[src/hdl/assert_macros.svh]
// Assertion helpers; every check is clocked on clk and held off while rst_n is low.
`ifndef ASSERT_MACROS_SVH
`define ASSERT_MACROS_SVH

// General property.
`define GREM_ASSERT(label, prop, msg) \
  label: assert property (@(posedge clk) disable iff (!rst_n) (prop)) else $error(msg);

// Same-cycle implication.
`define GREM_ASSERT_IMPL(label, ante, cons, msg) \
  label: assert property (@(posedge clk) disable iff (!rst_n) (ante) |-> (cons)) \
    else $error(msg);

`endif

[src/hdl/grem_pkg.sv]
`timescale 1ns / 1ps
package grem_pkg;

  localparam int unsigned GR_W      = 16;
  localparam int unsigned TIME_W    = 32;
  localparam int unsigned POS_W     = 27;
  localparam int unsigned MINC_W    = 15;
  localparam int unsigned FLOOR_W   = 15;
  localparam int unsigned RATE_W    = 19;
  localparam int unsigned FRAC_W    = 24;
  localparam int unsigned PROD_W    = TIME_W + RATE_W;
  localparam int unsigned CFG_IDX_W  = 2;
  localparam int unsigned CFG_DATA_W = 19;

  localparam logic [CFG_IDX_W-1:0] CFG_MIN_COMP    = 2'd0;
  localparam logic [CFG_IDX_W-1:0] CFG_REL_FLOOR   = 2'd1;
  localparam logic [CFG_IDX_W-1:0] CFG_SAMPLE_RATE = 2'd2;

  localparam logic [MINC_W-1:0]  MIN_COMP_RST    = 15'd128;
  localparam logic [FLOOR_W-1:0] REL_FLOOR_RST   = 15'd256;
  localparam logic [RATE_W-1:0]  SAMPLE_RATE_RST = 19'd48000;

  // round half up before dropping the fraction bits
  localparam logic [PROD_W-1:0] ROUND_ADD = PROD_W'(1) << (FRAC_W - 1);

  // three position conversions, issued one a cycle, each through the time read, product and position registers
  localparam logic [2:0] POS_ISSUES = 3'd3;
  localparam logic [2:0] POS_LAST   = 3'd4;

  typedef enum logic [2:0] {
    ST_IDLE,
    ST_DECIDE,
    ST_SCAN,
    ST_POS,
    ST_EMIT
  } grem_state_t;

  typedef enum logic [1:0] {
    SEL_ATTACK_START  = 2'd0,
    SEL_ATTACK_END    = 2'd1,
    SEL_RELEASE_START = 2'd2
  } grem_pos_sel_t;

  typedef struct packed {
    logic          load;
    logic          scan_init;
    logic          scan_en;
    logic          pos_issue;
    grem_pos_sel_t pos_sel;
    logic          emit;
  } grem_cmd_t;

  typedef struct packed {
    logic comp_ok;
    logic scan_done;
    logic out_free;
  } grem_sts_t;

endpackage

[src/hdl/grem_ctrl.sv]
`timescale 1ns / 1ps
`include "assert_macros.svh"
module grem_ctrl (
  input  logic                clk,
  input  logic                rst_n,
  input  logic                in_valid_i,
  input  logic                in_last_i,
  output logic                in_ready_o,
  input  grem_pkg::grem_sts_t sts_i,
  output grem_pkg::grem_cmd_t cmd_o
);

  grem_pkg::grem_state_t state_r, state_nxt;
  logic [2:0]            pos_cnt_r, pos_cnt_nxt;

  always_ff @(posedge clk) begin
    if (!rst_n) begin
      state_r   <= grem_pkg::ST_IDLE;
      pos_cnt_r <= '0;
    end else begin
      state_r   <= state_nxt;
      pos_cnt_r <= pos_cnt_nxt;
    end
  end

  always_comb begin
    state_nxt   = state_r;
    pos_cnt_nxt = '0;
    unique case (state_r)
      grem_pkg::ST_IDLE: begin
        if (in_valid_i && in_last_i) state_nxt = grem_pkg::ST_DECIDE;
      end
      grem_pkg::ST_DECIDE: begin
        state_nxt = sts_i.comp_ok ? grem_pkg::ST_SCAN : grem_pkg::ST_EMIT;
      end
      grem_pkg::ST_SCAN: begin
        if (sts_i.scan_done) state_nxt = grem_pkg::ST_POS;
      end
      grem_pkg::ST_POS: begin
        if (pos_cnt_r == grem_pkg::POS_LAST) begin
          state_nxt = grem_pkg::ST_EMIT;
        end else begin
          pos_cnt_nxt = pos_cnt_r + 3'd1;
        end
      end
      grem_pkg::ST_EMIT: begin
        if (sts_i.out_free) state_nxt = grem_pkg::ST_IDLE;
      end
      default: state_nxt = grem_pkg::ST_IDLE;
    endcase
  end

  always_comb begin
    in_ready_o      = 1'b0;
    cmd_o           = '0;
    cmd_o.pos_sel   = grem_pkg::grem_pos_sel_t'(pos_cnt_r[1:0]);
    unique case (state_r)
      grem_pkg::ST_IDLE: begin
        in_ready_o = 1'b1;
        cmd_o.load = in_valid_i;
      end
      grem_pkg::ST_DECIDE: cmd_o.scan_init = 1'b1;
      grem_pkg::ST_SCAN:   cmd_o.scan_en   = 1'b1;
      grem_pkg::ST_POS:    cmd_o.pos_issue = (pos_cnt_r < grem_pkg::POS_ISSUES);
      grem_pkg::ST_EMIT:   cmd_o.emit      = sts_i.out_free;
      default: ;
    endcase
  end

  `GREM_ASSERT_IMPL(a_pos_cnt_idle, state_r != grem_pkg::ST_POS, pos_cnt_r == 3'd0, "conversion counter running outside POS")
  `GREM_ASSERT(a_last_starts_decide, (state_r == grem_pkg::ST_IDLE && in_valid_i && in_last_i) |=> (state_r == grem_pkg::ST_DECIDE), "last beat did not start evaluation")

endmodule

[config.mk]
export PLATFORM = sky130hd
export DESIGN_NAME = grem_ctrl
export DESIGN_NICKNAME = d
export VERILOG_FILES = /design/src/hdl/grem_pkg.sv /design/src/hdl/grem_ctrl.sv
export VERILOG_INCLUDE_DIRS = /design/src /design/src/hdl
export SDC_FILE = /design/constraint.sdc
export NUM_CORES = 1
export LEC_CHECK = 0
export BUFFER_PORTS_ARGS = -buffer_cell sky130_fd_sc_hd__buf_2
export CAP_MARGIN = 20
export CORE_AREA = 2 2 39 41
export DETAILED_ROUTE_END_ITERATION = 12
export DIE_AREA = 0 0 41 43
export PLACE_DENSITY = 0.63
export SETUP_SLACK_MARGIN = 0.3
export SYNTH_ARGS = -nofsm -noshare
export SYNTH_HDL_FRONTEND = slang
export SYNTH_SLANG_ARGS = --single-unit
[constraint.sdc]
create_clock -name clk -period 2.71 [get_ports clk]
set_input_delay 0.1355 -clock clk [delete_from_list [all_inputs] [get_ports clk]]
set_output_delay 0.1355 -clock clk [all_outputs]
set_load 0.02 [all_outputs]
; ---- After elaboration in Yosys (flattened, before gate mapping)
; Index checks and enable logic that the tools add are counted.
[word_totals]
mem_bits_rw = 0
mem_count = 0
mem_bits_ro = 0
in_bits = 7
out_inout_bits = 8
ff_bits = 6
latchBits = 0
elab_cells = 31
[classes]
n_reduce_logical = 4
add_sub_neg = 1
magnitude_cmp = 1
shift = 0
n_mux = 12
n_bitwise = 2
div = 0
mul = 0
eq_ne = 9
[op_table]
columns = operator, n
row1 = $mux 3, 5
row2 = $pmux 3 s5, 1
row3 = $ne 2x2->1 const B, 4
row4 = $eq 3x2->1 const B, 2
row5 = $eq 3x3->1 const B, 2
row6 = $mux 1, 6
row7 = $reduce_and 4->1, 1
row8 = $add 3x1->3 const B, 1
row9 = $eq 3x1->1 const B, 1
row10 = $logic_not 3->1, 1
row11 = $lt 3x2->1 const B, 1
row12 = $reduce_or 3->1, 1
row13 = $not 1->1, 2
row14 = $logic_and 1x1->1, 1

; ---- Logic depth before layout (Yosys ltp)
[logic_depth]
word_depth = 3
ltp_mapped = 5
depth_no_buf = 5

; ---- Worst setup path before layout
; Ideal clock, no wire load.
[synth_timing]
kind = reg2reg
startpoint = register state_r[2]
endpoint = register state_r[2]
synth_period_minus_slack_ns = 1.506
t_arrival_ns = 1.434
path_buffers = 1
setup_time_ns = 0.072
required_time_ns = 2.638
path_stages_with_launch = 5
path_slack_ns = 1.204
cell_sequence = dfxtp_1 buf_4 nor3_1 a211o_2 mux2i_1
[synth_via]
elab_chain_len = 3
elab_cells_between_ends = 11
cone_classes = eq/ne (8) / mux (1) / reduce/logical (2)
[synth_rtl]
columns = item, line
row1 = "start, declared", grem_ctrl.sv:13  ; grem_pkg::grem_state_t state_r, state_nxt;
row2 = "start signal, assigned", grem_ctrl.sv:18  ; state_r <= grem_pkg::ST_IDLE;
row3 = "start signal, assigned", grem_ctrl.sv:21  ; state_r <= state_nxt;
row4 = "$eq 3x2->1, or another cell as far along", grem_ctrl.sv:29  ; unique case (state_r)
row5 = $ne 2x2->1 (no source line), --
row6 = $reduce_and 4->1 (no source line), --
; Several ways; a longest one is shown, not always the timed one.
; A chain may end at the register's enable or synchronous reset.

==> key figures <==
Run status
  – Status: finished, final reports clean

Clock network
  – Max H-tree Level: 1
  – Clock transition at path regs: 50 ps
  – Maximum buffer depth of the clock tree: 2
  – Hold buffers post-CTS: 0
  – Clock Sinks: 6
  – Clk root buf: clkbuf_4
  – CTS tree: done
  – Clock Latency Late Sink: 250 ps
  – Post_cts resized: 0
  – CTS Buf Count: 3
  – Number of setup buffers added after CTS: 0

Synth
  – Synthesized flop and latch total: 6
  – Post-synth top area share: 0.3000
  – Area leader, netlist: dfxtp_1
  – Syn Std Cell Area: 400.4 um^2
  – Synth area leaders: dfxtp_1, ha_1, buf_4, mux2i_1, or3b_1
  – Synth Flop Type: dfxtp_1
  – EDFF count, synth: 0
  – Mapped Nets: 56
  – Synthesized instance count: between 40 and 50
  – Avg Cell Area, Syn: roughly 8.5 um^2
  – Sequential-to-total area share from yosys stat: 0.3000
  – Yosys warning total: 0
  – Count of cell types in the netlist: 27
  – Fraction of registers with async set/reset: 0

Drt
  – Routed WL per cell: about 10 um
  – Via/cell ratio: 4.773
  – DR iter-0 viols: 3
  – Antenna viol nets, final: 0
  – DR pass1 iterations: 4
  – # DRC: 0
  – WL final: between 700 and 800 um
  – DR vias: between 300 and 400

Pwr
  – Pwr Density: between 400 and 500 mW/mm^2
  – Peak supply drop: 0.2440 mV
  – P_leak: slightly above 0.2 nW
  – Power Total: about 0.00020 W

STA
  – Fmax: ~700 MHz
  – Final Cycle Share: 0.5384
  – Setup tns final: 0 ps
  – Worst Hold Slack: ~190 ps
  – RSZ-0062 raised after global routing: no
  – Setup violators final: 0
  – Final hold vios: 0
  – Tmin final: around 1500 ps
  – Slew margin rel.: 0.7619
  – Slew Viols, Final: 0
  – Slew @ Worst Pin: 357.2 ps
  – Clock Skew: about 1.6 ps

Worst setup path
  – Critical Path, Cell by Cell: nor3_1 -> and2_1 -> buf_2
  – Reg2reg start: state_r[2]
  – End point of the critical path: cmd_o[6]
  – Worst Setup End Kind: primary output
  – R2R Setup Slk: approximately 1300 ps
  – Setup crit start kind: flop
  – CP max stage delay: ~390 ps
  – WP data required: around 2600 ps
  – Crit-path slowest cell: dfxtp_1
  – Worst r2r path cells: 4
  – Crit path kind: flop to primary output
  – Data arrival, critical path: approximately 1300 ps
  – Critical path startpoint: state_r[2]
  – Reg2reg end: state_r[2]
  – Critical Path Fanout Max: 11

Die
  – Initial core utilization: 0.2893
  – Std-Cell Rows: 14
  – Die ar.: approximately 0.0018 mm^2
  – Die Y: between 40 and 50 um
  – Die X: just over 40 um
  – Core area: 0.001384 mm^2
  – I/O pin count: 15

Global route
  – Vias in the first global route: approximately 290
  – Grt ovf: 0
  – Initial antenna violation count: 0
  – First-pass GRT wire length: 1.117 mm
  – Total GRT Usage: 0.09839
  – Pin count of the biggest net entering global routing: 12

Place
  – Placed cell count: between 70 and 80
  – Hpwl dp: around 570 um
  – IO buf count: 14
  – Gpl congestion: approximately 0.76

Layout
  – Area Overhead vs Synth: 18.44%
  – Non-Filler Instances: 75
  – Nets: 70
  – Fraction of layout cells with a size suffix above 1: 0.3390
  – N_diodes: 0

Flow run
  – # Max-Cap Violations: 0

Worst hold path
  – Min-delay worst type: input port to flop
critical path, delay by kind of cell, from the launching register on:
family / cells / cell delay [ps]
AND/OR/NAND/NOR: 2 / 530
flip-flops: 1 / 390
buffers and inverters: 1 / 150
routing by layer:
layer,GRT usage,wire (um),share of wire
met5,0,0,0
met4,0.04000,0,0
met3,0.06283,84,0.11
met2,0.1406,357,0.48
met1,0.1125,307,0.41
per-stage QoR:
stage | setup WS, ps | area (um^2) | utilization
floorplan | 1204 | 400.4 | -
global placement | 1325 | 451.7 | 0.3264
detailed placement | 1320 | 451.7 | 0.3264
CTS | 1244 | 474.2 | 0.3427
global route | 1168 | 474.2 | 0.3427
finish | 1251 | 474.2 | 0.3427
cells in the final DEF, fill, tap and decap left out:
| cell | instances |
|---|---|
| buf_2 | 14 |
| dfxtp_1 | 6 |
| nand2_1 | 4 |
| inv_1 | 3 |
| nor2_1 | 3 |
| clkbuf_4 | 3 |
| nor3_1 | 2 |
| nand3b_1 | 2 |
| mux2i_1 | 2 |
| a21oi_1 | 2 |
| or3b_1 | 2 |
| ha_1 | 2 |
| nor3b_1 | 1 |
| a211oi_1 | 1 |
| and2_1 | 1 |
| and4bb_2 | 1 |
| nand2b_1 | 1 |
| a21oi_2 | 1 |
| a211o_2 | 1 |
| o211ai_1 | 1 |
| o21ai_1 | 1 |
| xnor2_1 | 1 |
| o21ai_0 | 1 |
| nor2b_1 | 1 |
| nand4b_1 | 1 |
| and3_1 | 1 |
power breakdown:
part,internal (W),leakage [nW],total (W),switching [W]
logic,0.0000114,0.145,0.0000236,0.0000122
registers,0.0000896,0.0485,0.0000924,0.00000278
clock network,0.0000502,0.0138,0.0000846,0.0000344
total,0.000151,0.207,0.000201,0.0000494
Yosys cell counts (all sizes together) (2+ instances only):
| master | number |
|---|---|
| nand2 | 4 |
| o21ai | 2 |
| nor3 | 2 |
| nor2 | 3 |
| dfxtp | 6 |
| or3b | 2 |
| buf | 5 |
| nand3b | 2 |
| mux2i | 2 |
| ha | 2 |
| a21oi | 3 |
| inv | 3 |
cell families after synthesis:
logic type,Yosys count,synth area share
AO/OA/AOI/OAI,8,0.1344
multiplexers,2,0.05000
XOR/XNOR,1,0.02188
buffers and inverters,8,0.1250
flip-flops,6,0.3000
adder cells (fa/ha/maj),2,0.06249
AND/OR/NAND/NOR,20,0.3063
how the worst min path moves through the flow:
stage                      from           end  slack, ps  cells after the start
after CTS                 rst_n  pos_cnt_r[0]        190                      3
after global placement    rst_n    state_r[0]        450                      2
after floorplan           rst_n    state_r[0]        260                      1
after detailed placement  rst_n  pos_cnt_r[0]        450                      3
final                     rst_n  pos_cnt_r[0]        190                      3
after global routing      rst_n  pos_cnt_r[0]        200                      3
state kept, by name, indices dropped and copies added (netlist names):
signal     flops
pos_cnt_r      3
state_r        3
final cells by class:
| class | count | area (um^2) |
|---|---|---|
| fillers | 158 | 909.6 |
| repair buffers | 14 | 70.07 |
| well taps | 16 | 20.02 |
| flip-flops and latches | 6 | 120.1 |
| inverters | 3 | 11.26 |
| clock buffers | 3 | 22.52 |
| multi-input cells | 33 | 230.2 |
Note: power is estimated with default switching activity, not from simulation.
